==> src/sv/nmea_sentence_framer_checker_core_defines.svh <==
// Assertion macros used by the top level of the sentence framer.
`ifndef NMEA_SENTENCE_FRAMER_CHECKER_CORE_DEFINES_SVH
`define NMEA_SENTENCE_FRAMER_CHECKER_CORE_DEFINES_SVH

// Same-cycle implication, disabled while reset is held.
`define NSFC_ASSERT_IMPL(lbl, clk, rst_n, ante, cons) \
    lbl: assert property (@(posedge clk) disable iff (!(rst_n)) (ante) |-> (cons)) \
        else $error("same-cycle check failed");

// Next-cycle implication, disabled while reset is held.
`define NSFC_ASSERT_NEXT(lbl, clk, rst_n, ante, cons) \
    lbl: assert property (@(posedge clk) disable iff (!(rst_n)) (ante) |=> (cons)) \
        else $error("next-cycle check failed");

`endif

==> src/sv/nsfc_pkg.sv <==
// Package with types, constants and helper functions of the sentence framer.
package nsfc_pkg;

    localparam int BYTE_W           = 8;
    localparam int MIN_IDX_W        = 7;
    localparam int END_IDX_W        = 7;
    localparam int DEFAULT_MAX_LINE = 128;

    localparam logic [MIN_IDX_W-1:0] MIN_END_INDEX_RESET = 7'd65;

    localparam logic [BYTE_W-1:0] CHAR_DOLLAR  = 8'h24;
    localparam logic [BYTE_W-1:0] CHAR_NEWLINE = 8'h0A;

    typedef enum logic [1:0] {
        ST_ACCEPTED  = 2'd0,
        ST_MISMATCH  = 2'd1,
        ST_TOO_SHORT = 2'd2,
        ST_OVERFLOW  = 2'd3
    } t_status;

    typedef enum logic [1:0] {
        KIND_OTHER = 2'd0,
        KIND_GNGGA = 2'd1,
        KIND_GNRMC = 2'd2
    } t_kind;

    typedef struct packed {
        t_status               status;
        t_kind                 sentence_kind;
        logic [END_IDX_W-1:0]  end_index;
        logic [BYTE_W-1:0]     computed_checksum;
    } t_result;

    // Returns {valid, nibble}; valid is low for anything but 0-9, A-F, a-f.
    function automatic logic [4:0] hex_decode(input logic [BYTE_W-1:0] c);
        logic [4:0] r;
        begin
            if (c >= 8'h30 && c <= 8'h39) begin
                r = {1'b1, 4'(c - 8'h30)};
            end else if (c >= 8'h41 && c <= 8'h46) begin
                r = {1'b1, 4'(c - 8'h37)};
            end else if (c >= 8'h61 && c <= 8'h66) begin
                r = {1'b1, 4'(c - 8'h57)};
            end else begin
                r = 5'd0;
            end
            return r;
        end
    endfunction

    // Characters of "GNGGA" after the dollar sign.
    function automatic logic [BYTE_W-1:0] gga_char(input logic [2:0] idx);
        logic [BYTE_W-1:0] c;
        begin
            unique case (idx)
                3'd0:    c = 8'h47;
                3'd1:    c = 8'h4E;
                3'd2:    c = 8'h47;
                3'd3:    c = 8'h47;
                3'd4:    c = 8'h41;
                default: c = 8'h00;
            endcase
            return c;
        end
    endfunction

    // Characters of "GNRMC" after the dollar sign.
    function automatic logic [BYTE_W-1:0] rmc_char(input logic [2:0] idx);
        logic [BYTE_W-1:0] c;
        begin
            unique case (idx)
                3'd0:    c = 8'h47;
                3'd1:    c = 8'h4E;
                3'd2:    c = 8'h52;
                3'd3:    c = 8'h4D;
                3'd4:    c = 8'h43;
                default: c = 8'h00;
            endcase
            return c;
        end
    endfunction

endpackage

==> src/sv/nsfc_ifs.sv <==
// Valid/ready channel interfaces for received bytes and sentence results.
interface nsfc_in_if;
    logic                         valid;
    logic                         ready;
    logic [nsfc_pkg::BYTE_W-1:0]  rx_byte;

    modport source (output valid, output rx_byte, input ready);
    modport sink   (input valid, input rx_byte, output ready);
endinterface

interface nsfc_out_if;
    logic                            valid;
    logic                            ready;
    logic [1:0]                      status;
    logic [1:0]                      sentence_kind;
    logic [nsfc_pkg::END_IDX_W-1:0]  end_index;
    logic [nsfc_pkg::BYTE_W-1:0]     computed_checksum;

    modport source (output valid, output status, output sentence_kind,
                    output end_index, output computed_checksum, input ready);
    modport sink   (input valid, input status, input sentence_kind,
                    input end_index, input computed_checksum, output ready);
endinterface

==> src/sv/nsfc_step.sv <==
// Per-byte next-state and result logic of the sentence framer.
module nsfc_step #(
    parameter int MAX_LINE = nsfc_pkg::DEFAULT_MAX_LINE,
    parameter int POS_W    = $clog2(MAX_LINE)
) (
    input  logic [nsfc_pkg::BYTE_W-1:0]    i_byte,
    input  logic [nsfc_pkg::MIN_IDX_W-1:0] i_min_end_index,
    input  logic                           i_in_sentence,
    input  logic [POS_W-1:0]               i_position,
    input  logic [nsfc_pkg::BYTE_W-1:0]    i_running_xor,
    input  logic [3:0][nsfc_pkg::BYTE_W-1:0] i_recent,
    input  logic                           i_gga_match,
    input  logic                           i_rmc_match,
    output logic                           o_in_sentence,
    output logic [POS_W-1:0]               o_position,
    output logic [nsfc_pkg::BYTE_W-1:0]    o_running_xor,
    output logic [3:0][nsfc_pkg::BYTE_W-1:0] o_recent,
    output logic                           o_gga_match,
    output logic                           o_rmc_match,
    output logic                           o_res_valid,
    output nsfc_pkg::t_result              o_res
);
    import nsfc_pkg::*;

    localparam int CMP_W = (POS_W > MIN_IDX_W) ? POS_W : MIN_IDX_W;

    logic [BYTE_W-1:0] sum;
    logic [4:0]        hi_dec;
    logic [4:0]        lo_dec;
    logic [CMP_W-1:0]  pos_ext;
    logic [CMP_W-1:0]  min_ext;
    logic [2:0]        prefix_idx;

    assign sum        = i_running_xor ^ i_recent[0] ^ i_recent[1] ^ i_recent[2] ^ i_recent[3];
    assign hi_dec     = hex_decode(i_recent[2]);
    assign lo_dec     = hex_decode(i_recent[1]);
    assign pos_ext    = CMP_W'(i_position);
    assign min_ext    = CMP_W'(i_min_end_index);
    assign prefix_idx = 3'(i_position - POS_W'(1));

    always_comb begin
        o_in_sentence = i_in_sentence;
        o_position    = i_position;
        o_running_xor = i_running_xor;
        o_recent      = i_recent;
        o_gga_match   = i_gga_match;
        o_rmc_match   = i_rmc_match;
        o_res_valid   = 1'b0;
        o_res         = '{status: ST_ACCEPTED, sentence_kind: KIND_OTHER,
                          end_index: '0, computed_checksum: '0};

        if (i_byte == CHAR_DOLLAR) begin
            // A dollar sign always opens a fresh sentence, even mid-sentence.
            o_in_sentence = 1'b1;
            o_position    = POS_W'(1);
            o_running_xor = '0;
            o_recent      = '0;
            o_gga_match   = 1'b1;
            o_rmc_match   = 1'b1;
        end else if (i_in_sentence) begin
            if (i_byte == CHAR_NEWLINE) begin
                o_res_valid             = 1'b1;
                o_res.end_index         = pos_ext[END_IDX_W-1:0];
                o_res.computed_checksum = sum;
                if (i_position > POS_W'(5)) begin
                    if (i_gga_match) begin
                        o_res.sentence_kind = KIND_GNGGA;
                    end else if (i_rmc_match) begin
                        o_res.sentence_kind = KIND_GNRMC;
                    end
                end
                if (pos_ext <= min_ext) begin
                    o_res.status = ST_TOO_SHORT;
                end else if (!hi_dec[4] || !lo_dec[4] || {hi_dec[3:0], lo_dec[3:0]} != sum) begin
                    o_res.status = ST_MISMATCH;
                end
                o_in_sentence = 1'b0;
                o_position    = '0;
            end else if (i_position >= POS_W'(MAX_LINE - 1)) begin
                // No room left for the newline: drop the sentence.
                o_res_valid   = 1'b1;
                o_res.status  = ST_OVERFLOW;
                o_in_sentence = 1'b0;
                o_position    = '0;
            end else begin
                if (i_position >= POS_W'(1) && i_position <= POS_W'(5)) begin
                    if (i_byte != gga_char(prefix_idx)) o_gga_match = 1'b0;
                    if (i_byte != rmc_char(prefix_idx)) o_rmc_match = 1'b0;
                end
                o_running_xor = i_running_xor ^ i_byte;
                o_recent      = {i_recent[2:0], i_byte};
                o_position    = i_position + POS_W'(1);
            end
        end
    end

endmodule

==> src/sv/nsfc_result_buf.sv <==
// Two-entry result buffer: output register plus skid register.
module nsfc_result_buf (
    input  logic              i_clk,
    input  logic              i_rst_n,
    input  logic              i_push,
    input  nsfc_pkg::t_result i_data,
    output logic              o_has_room,
    output logic              o_valid,
    output nsfc_pkg::t_result o_data,
    input  logic              i_ready
);
    import nsfc_pkg::*;

    logic    r_out_valid, n_out_valid;
    logic    r_skid_valid, n_skid_valid;
    t_result r_out, n_out;
    t_result r_skid, n_skid;
    logic    pop;

    assign pop        = r_out_valid && i_ready;
    assign o_has_room = !r_skid_valid;
    assign o_valid    = r_out_valid;
    assign o_data     = r_out;

    always_comb begin
        n_out_valid  = r_out_valid;
        n_skid_valid = r_skid_valid;
        n_out        = r_out;
        n_skid       = r_skid;
        if (pop) begin
            if (r_skid_valid) begin
                n_out        = r_skid;
                n_skid_valid = 1'b0;
            end else begin
                n_out_valid = 1'b0;
            end
        end
        if (i_push) begin
            if (!n_out_valid) begin
                n_out       = i_data;
                n_out_valid = 1'b1;
            end else begin
                n_skid       = i_data;
                n_skid_valid = 1'b1;
            end
        end
    end

    always_ff @(posedge i_clk) begin
        if (!i_rst_n) begin
            r_out_valid  <= 1'b0;
            r_skid_valid <= 1'b0;
        end else begin
            r_out_valid  <= n_out_valid;
            r_skid_valid <= n_skid_valid;
        end
        r_out  <= n_out;
        r_skid <= n_skid;
    end

endmodule

==> src/sv/nmea_sentence_framer_checker_core.sv <==
// Top level of the NMEA sentence framer and checksum checker.
//
// Received characters enter on the i_in request channel, one per accepted
// request, and may arrive in every clock cycle. A dollar sign opens a
// sentence; a newline closes it and produces one request on o_out with the
// status, the sentence kind, the newline index and the computed checksum.
// A sentence that would not fit in MAX_LINE characters is dropped with an
// overflow status. Characters outside a sentence produce nothing.
// A result enters the output register of the result buffer when its newline
// (or overflowing character) is accepted and that register is free, else it
// enters the skid register. One character is accepted per cycle while
// i_in.ready is high; the state update between the state registers and the result buffer is combinational.
// The result path is a two-entry buffer. When the receiver stalls, one more
// result fits in the skid register; i_in.ready drops only while both
// entries hold results, so characters keep flowing while one waits.
// Reset (synchronous, active low) leaves the block idle with empty buffers
// and sets the minimum end index to 65. i_cfg_we writes the minimum end
// index; it is meant to be written only while the block is idle.
`include "nmea_sentence_framer_checker_core_defines.svh"

module nmea_sentence_framer_checker_core #(
    parameter int MAX_LINE = nsfc_pkg::DEFAULT_MAX_LINE
) (
    input  logic                           i_clk,
    input  logic                           i_rst_n,
    nsfc_in_if.sink                        i_in,
    nsfc_out_if.source                     o_out,
    input  logic                           i_cfg_we,
    input  logic [nsfc_pkg::MIN_IDX_W-1:0] i_cfg_wdata
);
    import nsfc_pkg::*;

    localparam int POS_W = $clog2(MAX_LINE);

    // Sentence state carried from one character to the next.
    logic                    r_in_sentence;
    logic [POS_W-1:0]        r_position;
    logic [BYTE_W-1:0]       r_running_xor;
    logic [3:0][BYTE_W-1:0]  r_recent;
    logic                    r_gga_match;
    logic                    r_rmc_match;
    logic [MIN_IDX_W-1:0]    r_min_end_index;

    logic                    n_in_sentence;
    logic [POS_W-1:0]        n_position;
    logic [BYTE_W-1:0]       n_running_xor;
    logic [3:0][BYTE_W-1:0]  n_recent;
    logic                    n_gga_match;
    logic                    n_rmc_match;

    logic    res_valid;
    t_result res;
    logic    accept;
    logic    has_room;
    logic    out_valid;
    t_result out_data;

    assign i_in.ready = has_room;
    assign accept     = i_in.valid && has_room;

    nsfc_step #(
        .MAX_LINE (MAX_LINE),
        .POS_W    (POS_W)
    ) u_step (
        .i_byte          (i_in.rx_byte),
        .i_min_end_index (r_min_end_index),
        .i_in_sentence   (r_in_sentence),
        .i_position      (r_position),
        .i_running_xor   (r_running_xor),
        .i_recent        (r_recent),
        .i_gga_match     (r_gga_match),
        .i_rmc_match     (r_rmc_match),
        .o_in_sentence   (n_in_sentence),
        .o_position      (n_position),
        .o_running_xor   (n_running_xor),
        .o_recent        (n_recent),
        .o_gga_match     (n_gga_match),
        .o_rmc_match     (n_rmc_match),
        .o_res_valid     (res_valid),
        .o_res           (res)
    );

    // Sentence state only advances on an accepted character request; i_cfg_we writes the minimum end index.
    always_ff @(posedge i_clk) begin
        if (!i_rst_n) begin
            r_in_sentence   <= 1'b0;
            r_position      <= '0;
            r_running_xor   <= '0;
            r_recent        <= '0;
            r_gga_match     <= 1'b1;
            r_rmc_match     <= 1'b1;
            r_min_end_index <= MIN_END_INDEX_RESET;
        end else begin
            if (accept) begin
                r_in_sentence <= n_in_sentence;
                r_position    <= n_position;
                r_running_xor <= n_running_xor;
                r_recent      <= n_recent;
                r_gga_match   <= n_gga_match;
                r_rmc_match   <= n_rmc_match;
            end
            if (i_cfg_we) begin
                r_min_end_index <= i_cfg_wdata;
            end
        end
    end

    nsfc_result_buf u_result_buf (
        .i_clk      (i_clk),
        .i_rst_n    (i_rst_n),
        .i_push     (accept && res_valid),
        .i_data     (res),
        .o_has_room (has_room),
        .o_valid    (out_valid),
        .o_data     (out_data),
        .i_ready    (o_out.ready)
    );

    assign o_out.valid             = out_valid;
    assign o_out.status            = out_data.status;
    assign o_out.sentence_kind     = out_data.sentence_kind;
    assign o_out.end_index         = out_data.end_index;
    assign o_out.computed_checksum = out_data.computed_checksum;

    // Input back-pressure only happens while a result is waiting.
    `NSFC_ASSERT_IMPL(a_stall_has_result, i_clk, i_rst_n, !i_in.ready, o_out.valid)
    // An overflow drop reports all other fields as zero.
    `NSFC_ASSERT_IMPL(a_overflow_zero, i_clk, i_rst_n, o_out.valid && o_out.status == ST_OVERFLOW, o_out.sentence_kind == KIND_OTHER && o_out.end_index == '0 && o_out.computed_checksum == '0)
    // A dollar sign always restarts the sentence at index one.
    `NSFC_ASSERT_NEXT(a_dollar_opens, i_clk, i_rst_n, accept && i_in.rx_byte == CHAR_DOLLAR, r_in_sentence && r_position == POS_W'(1))
    // The position never runs past the last slot of the line buffer.
    `NSFC_ASSERT_IMPL(a_position_bound, i_clk, i_rst_n, 1'b1, r_position <= POS_W'(MAX_LINE - 1))

endmodule
==> src/flat_wrapper.sv <==
// flat-port wrapper written by rule: the top's interface ports become plain ports
module nmea_sentence_framer_checker_core_flat import nsfc_pkg::*;
#(
    parameter int MAX_LINE = nsfc_pkg::DEFAULT_MAX_LINE
)
  (i_clk, i_rst_n, i_cfg_we, i_cfg_wdata, i_in_valid, i_in_rx_byte, i_in_ready, o_out_valid, o_out_status, o_out_sentence_kind, o_out_end_index, o_out_computed_checksum, o_out_ready);
  nsfc_in_if i_in_i ();
  nsfc_out_if o_out_i ();
  input  logic i_clk;
  input  logic i_rst_n;
  input  logic i_cfg_we;
  input  logic [nsfc_pkg::MIN_IDX_W-1:0] i_cfg_wdata;
  input wire logic [$bits(i_in_i.valid)-1:0] i_in_valid;
  input wire logic [$bits(i_in_i.rx_byte)-1:0] i_in_rx_byte;
  output wire logic [$bits(i_in_i.ready)-1:0] i_in_ready;
  output wire logic [$bits(o_out_i.valid)-1:0] o_out_valid;
  output wire logic [$bits(o_out_i.status)-1:0] o_out_status;
  output wire logic [$bits(o_out_i.sentence_kind)-1:0] o_out_sentence_kind;
  output wire logic [$bits(o_out_i.end_index)-1:0] o_out_end_index;
  output wire logic [$bits(o_out_i.computed_checksum)-1:0] o_out_computed_checksum;
  input wire logic [$bits(o_out_i.ready)-1:0] o_out_ready;
  assign i_in_i.valid = i_in_valid;
  assign i_in_i.rx_byte = i_in_rx_byte;
  assign i_in_ready = i_in_i.ready;
  assign o_out_valid = o_out_i.valid;
  assign o_out_status = o_out_i.status;
  assign o_out_sentence_kind = o_out_i.sentence_kind;
  assign o_out_end_index = o_out_i.end_index;
  assign o_out_computed_checksum = o_out_i.computed_checksum;
  assign o_out_i.ready = o_out_ready;
  nmea_sentence_framer_checker_core #(.MAX_LINE(MAX_LINE)) u_core (.i_clk(i_clk), .i_rst_n(i_rst_n), .i_in(i_in_i), .o_out(o_out_i), .i_cfg_we(i_cfg_we), .i_cfg_wdata(i_cfg_wdata));
endmodule
==> config.mk <==
export PLATFORM = sky130hd
export DESIGN_NAME = nmea_sentence_framer_checker_core_flat
export DESIGN_NICKNAME = d
export VERILOG_FILES = /design/src/sv/nsfc_pkg.sv /design/src/sv/nsfc_ifs.sv /design/src/sv/nsfc_step.sv /design/src/sv/nsfc_result_buf.sv /design/src/sv/nmea_sentence_framer_checker_core.sv /design/src/flat_wrapper.sv
export VERILOG_INCLUDE_DIRS = /design/src /design/src/sv
export SDC_FILE = /design/constraint.sdc
export NUM_CORES = 1
export LEC_CHECK = 0
export BUFFER_PORTS_ARGS = -buffer_cell sky130_fd_sc_hd__buf_2
export CORE_MARGIN = 10
export CORE_UTILIZATION = 45
export DETAILED_ROUTE_END_ITERATION = 8
export GPL_TIMING_DRIVEN = 0
export PLACE_DENSITY = 0.7
export SLEW_MARGIN = 10
export SYNTH_ARGS = -nofsm -noshare
export SYNTH_HDL_FRONTEND = slang
export SYNTH_SLANG_ARGS = --single-unit
==> constraint.sdc <==
create_clock -name i_clk -period 2.6 [get_ports i_clk]
set_input_delay 0.52 -clock i_clk [delete_from_list [all_inputs] [get_ports i_clk]]
set_output_delay 0.52 -clock i_clk [all_outputs]
set_load 0.1 [all_outputs]
; Word level (Yosys, flattened, before mapping)
; Cells that the tools add are included.
[word_totals]
register_bits = 97
in_bits = 20
output_inout_bits = 21
elab_cells = 157
[op_classes]
addsub = 8
n_lt_le_gt_ge = 17
n_eq_ne = 11
n_mux = 70
n_bitwise = 5
n_reduce_logical = 26
[op_table]
columns = operator, n
row1 = two-way mux 32 bit, 4
row2 = two-way mux 19 bit, 6
row3 = two-way mux 8 bit, 14
row4 = bitwise XOR 8 bit, 5
row5 = case mux 7 bit (5 select lines), 1
row6 = >= comparator 8 x 7 -> 1 bit (second input constant), 4
row7 = less-or-equal comparator 8 x 7 -> 1 bit (second input constant), 4
row8 = two-way mux 5 bit, 6
row9 = two-way mux 7 bit, 4
row10 = two-way mux 1 bit, 27
row11 = inequality test 8 bit, 3
row12 = case mux 7 bit (3 select lines), 1
row13 = two-way mux 17 bit, 1
row14 = >= comparator 8 x 6 -> 1 bit (second input constant), 2
row15 = less-or-equal comparator 8 x 6 -> 1 bit (second input constant), 2
row16 = subtractor 4 x 3 -> 4 bit (second input constant), 4
row17 = two-way mux 2 bit, 6
row18 = AND reduction 6 bit, 2
row19 = logical AND 1 bit, 10
row20 = == test 8 x 4 -> 1 bit (second input constant), 1
row21 = == test 8 x 6 -> 1 bit (second input constant), 1
row22 = nonzero test 2 bit, 4
row23 = subtractor 4 x 1 -> 4 bit (second input constant), 2
row24 = adder 7 x 1 -> 7 bit (second input constant), 1
row25 = other kinds (16), 22

; Longest topological paths before layout
; Gate-level depths: netlist of run 1.
[logic_depth]
ltp_word = 16
depth_mapped = 10
ltp_nobuf = 9

; Modules after synthesis
; From an unflattened synthesis of run 1, not the netlist that was laid out.
[hier_totals]
cells_unflattened = 757
hier_area_um2 = 6426.2
[modules_own_cells]
columns = mod, n_inst, cells_per_inst, area_per_inst_um2, seq_area_each_um2
row1 = nsfc_step, 1, 366, 2473.6, 0.0
row2 = nmea_sentence_framer_checker_core, 1, 253, 2255.9, 1141.1
row3 = nsfc_result_buf, 1, 138, 1696.6, 991.0

; Worst setup path before layout of run 1
; No wires, ideal clock.
[synth_timing]
path_kind = input port to flip-flop
start = input port i_in_rx_byte[6]
end = register u_core.u_result_buf.r_skid[0] (netlist name), enable pin
setup_time_ns = 0.395
t_arrival_ns = 2.350
t_required_ns = 2.205
setup_slack_ns = -0.145
path_stages = 6
n_path_buf = 1
cell_sequence = clkbuf_1 > nor4_2 > nand2_1 > nand2_1 > nand4_1 > nor2_1
[synth_between]
elab_chain_len = 6
elab_cells_between_ends = 7
cone_classes = eq/ne (2) / mux (3) / reduce/logical (2)
[synth_lines]
columns = element, line
row1 = "start, declared", flat_wrapper.sv:14  ; input wire logic [$bits(i_in_i.rx_byte)-1:0] i_in_rx_byte;
row2 = == test 8 x 4 -> 1 bit, nsfc_step.sv:61  ; if (i_byte == CHAR_NEWLINE) begin
row3 = two-way mux 1 bit, nsfc_step.sv:61
row4 = two-way mux 1 bit, nsfc_step.sv:60  ; end else if (i_in_sentence) begin
row5 = two-way mux 1 bit (*), nsfc_step.sv:52  ; if (i_byte == CHAR_DOLLAR) begin
row6 = logical AND 1 bit (*), nmea_sentence_framer_checker_core.sv:111  ; .i_push (accept && res_valid),
row7 = AND reduction 2 bit (no source line) (*), -
row8 = "end signal, assigned", nsfc_result_buf.sv:58  ; r_skid <= n_skid;
row9 = "end, declared", nsfc_result_buf.sv:17  ; t_result r_skid, n_skid;
; Mark *: on every way between the ends. The rest lies on a longest branch, timed or not.
; A chain may end at the register's enable or synchronous reset.

==> results of run 1 <==
power groups by stage:
stage / Combinational [mW] / Sequential [mW] / Clock, mW
finish: 0.0965 / 1.54 / 0.963
global route: 0.107 / 1.54 / 1.03
CTS: 0.0956 / 1.54 / 0.980
detailed placement: 0.0949 / 1.57 / 0
global placement: 0.0925 / 1.57 / 0
floorplan: 0.0539 / 1.57 / 0
final timing paths:
check	to	cells past startpoint	slack, ns
worst max-delay path	u_core.u_result_buf.r_skid[17]$_DFFE_PP_	8	0.12
worst min-delay path	u_core.r_min_end_index[6]$_SDFFE_PN1P_	3	0.36
worst max register to register	u_core.u_result_buf.r_skid[17]$_DFFE_PP_	8	0.12
worst min register to register	u_core.r_recent[30]$_SDFFE_PN0P_	2	0.47
critical path: stages, from the launching register on:
cell and delay, ns:
dfxtp_1 0.32, buf_6 0.13, or4b_4 0.53, a311oi_4 0.35, o221ai_1 0.17, a221o_1 0.30
nor3_2 0.11, a41oi_1 0.16, nor2b_1 0.16
placed cells by master (no fill, tap or decap), types with 4 or more instances in the layout:
| master | instances |
|---|---|
| a21o_1 | 7 |
| a21oi_1 | 48 |
| a22oi_1 | 23 |
| and2_1 | 6 |
| buf_2 | 44 |
| clkbuf_1 | 16 |
| clkbuf_2 | 4 |
| clkbuf_8 | 10 |
| dfxtp_1 | 77 |
| edfxtp_1 | 19 |
| ha_1 | 24 |
| inv_1 | 19 |
| mux2i_1 | 27 |
| nand2_1 | 37 |
| nand3_1 | 12 |
| nand4_1 | 4 |
| nor2_1 | 79 |
| nor2b_1 | 8 |
| nor3_1 | 4 |
| o21ai_0 | 14 |
| xnor2_1 | 36 |
| xor2_1 | 18 |
registers in the layout, indices dropped and copies added (netlist names):
register / flops
u_core.r_recent: 32
u_core.u_result_buf.o_data: 19
u_core.u_result_buf.r_skid: 19
u_core.r_running_xor: 8
u_core.r_min_end_index: 7
u_core.r_position: 7
u_core.r_gga_match: 1
u_core.r_in_sentence: 1
u_core.r_rmc_match: 1
u_core.u_result_buf.o_valid: 1
u_core.u_result_buf.r_skid_valid: 1
routing by layer:
metal	up-vias	global-route usage (%)	routed length (um)	part of all wire, %
li1	2021	-	-	-
met1	1932	19.44	5554	48
met2	92	22.47	5220	45
met3	11	3.971	683	5.9
met4	0	4.133	125	1.1
met5	-	0	0	0
cell families after synthesis:
kind of cell,count (synthesis)
compound gates,123
xor+xnor,54
fa+ha+maj,24
buf+inv,48
flops,97
mux,28
simple gates,175
per-stage QoR:
| stage | worst slack, ns | instances | total power, mW | area (um2) |
|---|---|---|---|---|
| 2_1_floorplan | 0.1417 | 549 | 1.627 | 5014 |
| 5_1_grt | 0.001594 | 745 | 2.677 | 5618 |
| 4_1_cts | 0.06137 | 743 | 2.612 | 5580 |
| 6_report | 0.1201 | 745 | 2.596 | 5618 |
| 3_5_place_dp | -0.3795 | 727 | 1.666 | 5379 |
| 3_3_place_gp | -0.3442 | 727 | 1.664 | 5379 |
timing repair:
action	in CTS	in global routing
pin swaps	0	2
gates cloned	0	0
gates resized for setup	4	14
setup endpoints to repair	35	39
buffers inserted	0	2
area by class of cell:
class / count / area (um2)
Inverter: 20 / 75.07
Clock buffer: 10 / 137.6
Multi-Input combinational cell: 404 / 2714
Fill cell: 1004 / 5270
Timing Repair Buffer: 40 / 205.2
Buffer: 28 / 128.9
Clock inverter: 6 / 48.80
Tap cell: 140 / 175.2
Sequential cell: 97 / 2133
==> metrics.md, run 1 <==
| Metric | Value |
|---|---|
| Status | complete, no violations |
| Share of layout cells above drive strength 1 | between 10% and 20% |
| Vias/cell | around 5.4 |
| Cells after Synth | 549 |
| Initial antenna violation count | 0 |
| Hold crit path type | primary input to flip-flop |
| Hold Path Origin | i_cfg_wdata[6] |
| RD Place Congestion | 0.8849 |
| I/O pins | 41 |
| Num CTS Buffers | 9 |
| Vias in the first global route | between 3000 and 4000 |
| Top-area cell type share of the netlist area | about 31% |
| Clk pin slew, worst setup/hold paths | 0.10 ns |
| Htree depth | 3 |
| DRT Pass-1 Iters | 5 |
| Top FF cell, synth | dfxtp_1 |
| Area of the core | between 10000 and 15000 um2 |
| CP endpoint kind | flip-flop |
| Power share of the combinational group | 3.7% |
| Worst-margin pin slew | 0.8026 ns |
| Dominant cells by area after synthesis | dfxtp_1 (31%), edfxtp_1 (11%), xnor2_1 (6.3%) |
| Share of synthesized registers carrying an async set or reset | 0% |
| Post-synthesis simple-gate area fraction | between 15 and 20% |
| Setup_tns | 0 ns |
| Max Buffers Root-to-Sink | 2 |
| Number of remaining DRC errors | 0 |
| Post-synth EDFFs | 19 |
| Clk network pwr share | ~37% |
| Critical path class | flip-flop to flip-flop |
| Max transition margin | a little under half |
| Post-route ant nets | 0 |
| Leakage power | ~2.3 nW |
| Average wire per standard cell | 15.55 um |
| Sink Count | 97 |
| Post-Synth XOR/XNOR Area | a little under a tenth |
| Post-synth top cells | nor2_1 (80), dfxtp_1 (78), a21oi_1 (49), nand2_1 (38), xnor2_1 (36) |
| Crit path max fanout | 8 |
| Switching share of power | between 20% and 30% |
| Max IR drop VDD | around 260 uV |
| Max Fclk | around 0.40 GHz |
| Fin nets | between 600 and 700 |
| Max-cap violations | 0 |
| Worst setup SP type | flip-flop |
| Dpl hpwl | approximately 8.8 mm |
| Layout Utilization | about 52% |
| Pin count of the biggest net entering global routing | 20 |
| Compound-Gate Fraction of Synth Area | 15.91% |
| Die X | ~130 um |
| Count leader, synth | nor2_1 |
| Gr usage total | between 10% and 20% |
| Root buf cell | clkbuf_8 |
| YS warnings | 0 |
| Largest family of logic cells by synthesized area | simple AND/OR/NAND/NOR gates |
| Final Critical Period | ~2.5 ns |
| Hold Slack | approximately 0.36 ns |
| Internal Pwr Total | ~2.0 mW |
| P_sw | around 0.64 mW |
| Post-synthesis mux area share | approximately 5.6% |
| Antenna cells | 0 |
| RSZ-0062 raised after global routing | no |
| Area leader, netlist | dfxtp_1 |
| Rows | 38 |
| Clock Skew | about 0.012 ns |
| Critical path origin | u_core.r_recent[11]$_SDFFE_PN0P_ |
| Seq pwr share | approximately three fifths |
| Final Setup Violations | 0 |
| Mapped cell area | between 5000 and 6000 um2 |
| Hold Buf Count CTS | 0 |
| CTS tree | built |
| Routed WL | roughly 12 mm |
| Yosys reg bits | 97 |
| Final Max Tran Viols | 0 |
| Routed via count | approximately 4000 |
| Worst r2r src | u_core.r_recent[11]$_SDFFE_PN0P_ |
| CP arrival | around 2.6 ns |
| Mapped Avg Cell Area | between 9 and 10 um2 |
| Syn-to-layout area delta | 12.11% |
| Initial DRC Count | 364 |
| Starting density of the core | 46.02% |
| Sequential area share after synthesis | between 40% and 50% |
| Power per cell area | approximately 460 nW/um2 |
| Required @ worst endpoint | about 2.7 ns |
| Hold Violations, Final | 0 |
| Adder-Cell Fraction of Synth Area | under 10% |
| GRT overflow | 0 |
| DIE AREA | roughly 16000 um2 |
| Crit share post-route | roughly 95% |
| First-pass GRT wire length | ~19 mm |
| Syn_nets | around 590 |
| Clk Latency, worst-skew pair | 0.38 ns |
| Synth cell types | 56 |
| Die Y | about 130 um |
| Port Buffers | 38 |
Power figures use the tool's default switching activity.
==> run 2, diff against run 1 <==
- ABC_AREA: default -> 1
==> run 2 against run 1 <==
Net effect:
- clock skew fell by 0.0042 ns
- maximum frequency rose by 9.8%
- area after synthesis rose by 7.9%
- non-clock buffer count fell by 5
- sequential share of layout area fell by 2.9 points
- largest cell class unchanged
- largest power group unchanged
- highest routed layer unchanged
==> metrics.md, run 2 <==
| Metric | Value |
|---|---|
| Biggest register | u_core.r_recent |
| RD Place Congestion | approximately 0.9 |
| Commonest non-fill, non-tap cells in the layout | nand2_1 (245), inv_1 (84), dfxtp_1 (76) |
| Initial DRC Count | 312 |
| YS warnings | 0 |
| Hold Path Origin | i_cfg_wdata[0] |
| Fin nets | around 860 |
| Max transition margin | 54.78% |
| Critical Path, Cell by Cell | inv_1 > ha_1 > xnor2_1 > o21ai_0 > o21ai_0 > o21ai_0 > nor4_1 > nand2_1 > nand2_1 > nand2_1 > nand2_1 |
| Design Area, Final | about 6100 um2 |
| CTS tree | built |
| Yosys reg bits | 97 |
| GRT overflow | 0 |
| Post-route ant nets | 0 |
| Worst setup SP type | flip-flop |
| Routed via count | 4816 |
| Sink Count | between 90 and 100 |
| Max IR drop VDD | between 400 and 500 uV |
| Vias/cell | 5.011 |
| Port Buffers | 40 |
| Dpl ws | -0.1673 ns |
| Sequential area share after synthesis | about two fifths |
| Critical-path top delay cell | dfxtp_2 |
| Crit path max fanout | 10 |
| DRT Pass-1 Iters | 4 |
| Max-cap violations | 0 |
| Required @ worst endpoint | about 2.9 ns |
| Final Max Tran Viols | 0 |
| Clk Latency, worst-skew pair | approximately 0.35 ns |
| RSZ-0062 raised after global routing | no |
| Syn-to-layout area delta | 12.69% |
| Die X | ~130 um |
| Syn_nets | 806 |
| Worst setup margin | approximately 0.34 ns |
| Placed cell area | 5787 um2 |
| Max incr delay on CP | between 0.4 and 0.5 ns |
| Hold crit path type | primary input to flip-flop |
| Average wire per standard cell | 13.16 um |
| Final Setup Violations | 0 |
| Post-synth EDFFs | 19 |
| Cells after Synth | ~760 |
| Routed WL | 12.65 mm |
| Dominant cells by area after synthesis | dfxtp_1 (29%), nand2_1 (17%), edfxtp_1 (11%) |
| Switching share of power | around 22% |
| Dpl hpwl | 9.713 mm |
| Power share of the combinational group | under 10% |
| Mapped Avg Cell Area | between 7 and 8 um2 |
| Commonest non-fill, non-tap cell in the layout | nand2_1 |
| Crit share post-route | between 80 and 90% |
| Worst r2r src | u_core.r_position[0]$_SDFFE_PN0P_ |
| Share of layout cells above drive strength 1 | about an eighth |
| Status | complete, no violations |
| Internal Pwr Total | approximately 2.3 mW |
| Area of the core | about 12000 um2 |
| Die Y | between 100 and 150 um |
| Critical path origin | u_core.r_position[0]$_SDFFE_PN0P_ |
| Max Fclk | roughly 0.44 GHz |
| Clk network pwr share | approximately 45% |
| Worst path most repeated cell | nand2_1 |
| Num CTS Buffers | 9 |
| Clock Skew | between 0.007 and 0.008 ns |
| Max Buffers Root-to-Sink | 2 |
| Antenna cells | 0 |
| Starting density of the core | 46.74% |
| Share of synthesized registers carrying an async set or reset | 0% |
| Synth cell types | 41 |
| Top-area cell type share of the netlist area | slightly below 30% |
| Number of remaining DRC errors | 0 |
| Worst-margin pin slew | 0.6758 ns |
| Mapped cell area | 5405 um2 |
| P_sw | ~0.66 mW |
| CP arrival | ~2.6 ns |
| Count leader, synth | nand2_1 |
| Vias in the first global route | 4354 |
| Rows | 39 |
| Top FF cell, synth | dfxtp_1 |
| Critical path class | flip-flop to flip-flop |
| Post-synth top cells | nand2_1 (245), inv_1 (84), dfxtp_1 (78), a21oi_1 (62), nor2_1 (56) |
| Hold Violations, Final | 0 |
| Max FFs per register | 32 |
| Htree depth | 3 |
| Clk pin slew, worst setup/hold paths | around 0.07 ns |
| Worst path top cell family by delay | compound AO/OA/AOI/OAI gates |
| Critical path buffer and inverter count | 1 |
| Leakage power | about 2.7 nW |
| DIE AREA | 16790 um2 |
| Area leader, netlist | dfxtp_1 |
| Seq pwr share | between 50% and 60% |
| CP endpoint kind | flip-flop |
| First-pass GRT wire length | 20.64 mm |
| Pin count of the biggest net entering global routing | 21 |
| I/O pins | 41 |
| Gr usage total | between 10% and 20% |
| Power per cell area | ~490 nW/um2 |
| Final Critical Period | roughly 2.3 ns |
| Root buf cell | clkbuf_16 |
| Initial antenna violation count | 0 |
-- run 2: kinds of logic (layout without fill, tap and decap cells) --
kind of cell	Yosys count	after routing	share of synthesized area, %
DFF	97	97	39.44
and+or+nand+nor	385	385	30.16
adders and majority gates	24	24	5.556
AOI/OAI and AO/OA	119	119	12.15
muxes	4	4	0.7408
buffers and inverters	115	171	9.027
xor gates and xnor gates	18	18	2.917
-- run 2: metrics by stage --
| stage | util (%) | power (mW) | hold slack, ns | instances | setup TNS [ns] |
|---|---|---|---|---|---|
| after global placement | 50.04 | 1.666 | 0.4552 | 945 | -2.274 |
| after detailed placement | 50.04 | 1.669 | 0.4530 | 945 | -3.209 |
| final | 52.67 | 2.972 | 0.3775 | 961 | 0 |
| after global routing | 52.67 | 3.072 | 0.3850 | 961 | 0 |
| after floorplan | - | 1.628 | 0.4183 | 762 | 0 |
| after CTS | 52.60 | 3.000 | 0.3776 | 961 | 0 |
-- run 2: cell type report --
cell class | count | area (um2)
fill | 1159 | 5474
multi-input combinational | 550 | 2793
sequential | 97 | 2135
inverter | 92 | 345.3
clock buffer | 10 | 229.0
timing repair buffer | 40 | 200.2
tap | 143 | 178.9
buffer | 23 | 142.6
clock inverter | 6 | 67.56
-- run 2: path summary, 6_finish.rpt --
check / to / slack (ns) / cells past startpoint
setup / recovery: u_core.r_rmc_match$_SDFFE_PN1P_ / 0.34 / 11
hold / removal: u_core.r_min_end_index[0]$_SDFFE_PN1P_ / 0.38 / 3
setup reg to reg: u_core.r_rmc_match$_SDFFE_PN1P_ / 0.34 / 11
hold reg to reg: u_core.r_min_end_index[2]$_SDFFE_PN0P_ / 0.47 / 2
-- run 2: timing repair --
action,in CTS,in global routing
hold buffers,0,0
endpoints found under the setup margin,0,21
resized for setup,0,3
setup buffers,0,0
hold endpoints to repair,0,0
-- run 2: layer usage --
metal / track usage (%) / part of all wire (%) / up-vias
met3: 4.649 / 5.7 / 16
met5: 0 / 0 / -
met1: 20.52 / 51 / 2130
li1: - / - / 2555
met2: 22.95 / 42 / 115
met4: 4.101 / 1.2 / 0
-- run 2: power groups by stage --
stage | logic (mW) | clock network, mW | registers, mW
after detailed placement | 0.0977 | 0 | 1.57
final | 0.0983 | 1.34 | 1.54
after floorplan | 0.0570 | 0 | 1.57
after global routing | 0.111 | 1.42 | 1.54
after CTS | 0.0981 | 1.37 | 1.54
after global placement | 0.0954 | 0 | 1.57
-- run 2: worst reg2reg max path: stages (launching register included) --
cell and delay (ns):
dfxtp_2 0.44, inv_1 0.20, ha_1 0.26, xnor2_1 0.26, o21ai_0 0.21, o21ai_0 0.24, o21ai_0 0.11, nor4_1 0.24
nand2_1 0.09, nand2_1 0.07, nand2_1 0.04, nand2_1 0.05
==> run 3, diff against run 2 <==
- CORE_ASPECT_RATIO: default -> 0.8
==> run 3 against run 2 <==
Net effect:
- core utilization decreased by 0.49 points
- sequential cell count is the same
- via count up 1.8%
- non-clock buffer count did not move
- critical path depth did not move
- first-iteration DRC count grew 7.4%
- global-route usage up 0.70 points
- highest routed layer unchanged
- register-to-register slack got worse by 0.04 ns
- combinational power is essentially flat
- routed wire length rose by 5.7%
- count of clock-buffer cells in the layout is 1 lower
- critical endpoint unchanged
- worst setup slack got worse by 0.043 ns
- largest cell class unchanged
==> metrics.md, run 3 (synthesized netlist as in run 2, its figures left out) <==
| Metric | Value |
|---|---|
| Max transition margin | around 48% |
| Clock Skew | approximately 0.0095 ns |
| Footprint of the multi-input gates | around 2800 um2 |
| Required @ worst endpoint | about 2.9 ns |
| Die X | 142.5 um |
| Final Max Tran Viols | 0 |
| Root buf cell | clkbuf_16 |
| Worst setup margin | roughly 0.30 ns |
| Crit path max fanout | 10 |
| Vias in the first global route | between 4000 and 5000 |
| Critical path class | flip-flop to flip-flop |
| Hold Violations, Final | 0 |
| Number of remaining DRC errors | 0 |
| Hold crit path type | primary input to flip-flop |
| CP endpoint kind | flip-flop |
| Port Buffers | 40 |
| Fin nets | ~860 |
| Max Buffers Root-to-Sink | 2 |
| Worst setup SP type | flip-flop |
| Hold Buf Count CTS | 0 |
| Switching share of power | roughly a quarter |
| P_sw | between 0.6 and 0.7 mW |
| Clk pin slew, worst setup/hold paths | roughly 0.070 ns |
| Rows | 35 |
| First-pass GRT wire length | 21.98 mm |
| Max Fclk | 0.4346 GHz |
| Worst Hold Depth | 3 |
| Power share of the combinational group | approximately 3.4% |
| Power per cell area | 478.2 nW/um2 |
| Clk network pwr share | a little over two fifths |
| Max IR drop VDD | 316.2 uV |
| Register area | approximately 2100 um2 |
| Gr usage total | between 10% and 20% |
| CTS resizes | 1 |
| Htree depth | 3 |
| Setup_tns | 0 ns |
| Design Area, Final | slightly above 6000 um2 |
| Clk Latency, worst-skew pair | between 0.3 and 0.4 ns |
| RD Place Congestion | 0.8555 |
| CP arrival | between 2 and 3 ns |
| Routed WL | approximately 13 mm |
| DIE AREA | 16820 um2 |
| GRT overflow | 0 |
| Met1 usage | 24.45% |
| Vias/cell | 5.075 |
| Area of the core | ~12000 um2 |
| DRT Pass-1 Iters | 5 |
| Worst reg2reg path depth | 11 |
| Commonest non-fill, non-tap cells in the layout | nand2_1 (245), inv_1 (84), dfxtp_1 (76) |
| Die Y | 118.0 um |
| Setup Buffers After CTS | 0 |
| Crit share post-route | roughly nine tenths |
| Dpl hpwl | 9.984 mm |
| Leakage power | approximately 2.7 nW |
| Initial antenna violation count | 0 |
| Syn-to-layout area delta | 12.45% |
| Worst-margin pin slew | ~0.77 ns |
| Max FFs per register | 32 |
| Final Setup Violations | 0 |
| Sink Count | 97 |
| Starting density of the core | a little under half |
| Placed cell area | a little under 6000 um2 |
| Status | complete, no violations |
| Fillers | ~1200 |
| Internal Pwr Total | 2.223 mW |
| Power, Total | roughly 2.9 mW |
| Dpl ws | -0.2136 ns |
| Max-cap violations | 0 |
| Average wire per standard cell | 13.83 um |
| Final Critical Period | approximately 2.3 ns |
| Biggest register | u_core.r_recent |
| GR Util met2 | a little over a fifth |
| Routed via count | a little under 5000 |
| Commonest non-fill, non-tap cell in the layout | nand2_1 |
| Antenna cells | 0 |
| Seq pwr share | a little over half |
| Met3 Use GR | around 3.6% |
| Top Usage Layer GRT | met1 |
| Post-route ant nets | 0 |
| Pin count of the biggest net entering global routing | 21 |
| CTS tree | built |
| Share of layout cells above drive strength 1 | around an eighth |
| Num CTS Buffers | 9 |
| I/O pins | 41 |
| Initial DRC Count | approximately 340 |
| RSZ-0062 raised after global routing | no |
[run 3: cell types whose count changed in the layout (fill, tap and decap cells not counted)]
cell | before | now
clkinv_2 | 2 | 1
clkinv_4 | 1 | 0
clkinv_1 | 0 | 1
clkbuf_1 | 9 | 8
bufinv_16 | 1 | 0
clkinvlp_4 | 1 | 2
inv_6 | 0 | 2
[run 3: worst max-delay path, stage by stage (launching register included)]
cell and delay (ns):
dfxtp_2 0.44, inv_1 0.20, ha_1 0.26, xnor2_1 0.28, o21ai_0 0.21, o21ai_0 0.26
o21ai_0 0.12, nor4_1 0.22, nand2_1 0.09, nand2_1 0.07, nand2_1 0.05, nand2_1 0.04
[run 3: final timing paths]
check / start / end / slack, ns
worst max-delay path: u_core.r_position[0]$_SDFFE_PN0P_ / u_core.r_rmc_match$_SDFFE_PN1P_ / 0.30
worst min-delay path: i_cfg_wdata[0] / u_core.r_min_end_index[0]$_SDFFE_PN1P_ / 0.38
worst max register to register: u_core.r_position[0]$_SDFFE_PN0P_ / u_core.r_rmc_match$_SDFFE_PN1P_ / 0.30
worst min register to register: u_core.r_rmc_match$_SDFFE_PN1P_ / u_core.r_rmc_match$_SDFFE_PN1P_ / 0.46
[run 3: layout make-up]
type                    count  share of cell area [%]
multi-input cells         550                   45.94
flip-flops and latches     97                   35.12
inverters                  92                   5.681
clock buffers               9                   3.705
repair buffers             40                   3.294
well taps                 148                   3.047
plain buffers              23                   2.347
clock inverters             7                  0.8646
[run 3: power groups by stage]
stage	registers [mW]	logic, mW	clock network, mW
finish	1.54	0.0986	1.27
global route	1.54	0.112	1.34
CTS	1.54	0.0981	1.29
detailed placement	1.57	0.0975	0
global placement	1.57	0.0963	0
floorplan	1.57	0.0570	0
[run 3: per-stage QoR]
stage / hold WS (ns) / util (%) / std cells
3_5_place_dp: 0.4453 / 49.73 / 950
3_3_place_gp: 0.4400 / 49.73 / 950
2_1_floorplan: 0.4183 / - / 762
6_report: 0.3849 / 52.18 / 966
4_1_cts: 0.3795 / 52.16 / 966
5_1_grt: 0.3887 / 52.18 / 966
[run 3: metal layers]
metal,vias up,wire (um)
met4,0,98
li1,2560,-
met1,2182,7126
met5,-,0
met2,151,5266
met3,9,870
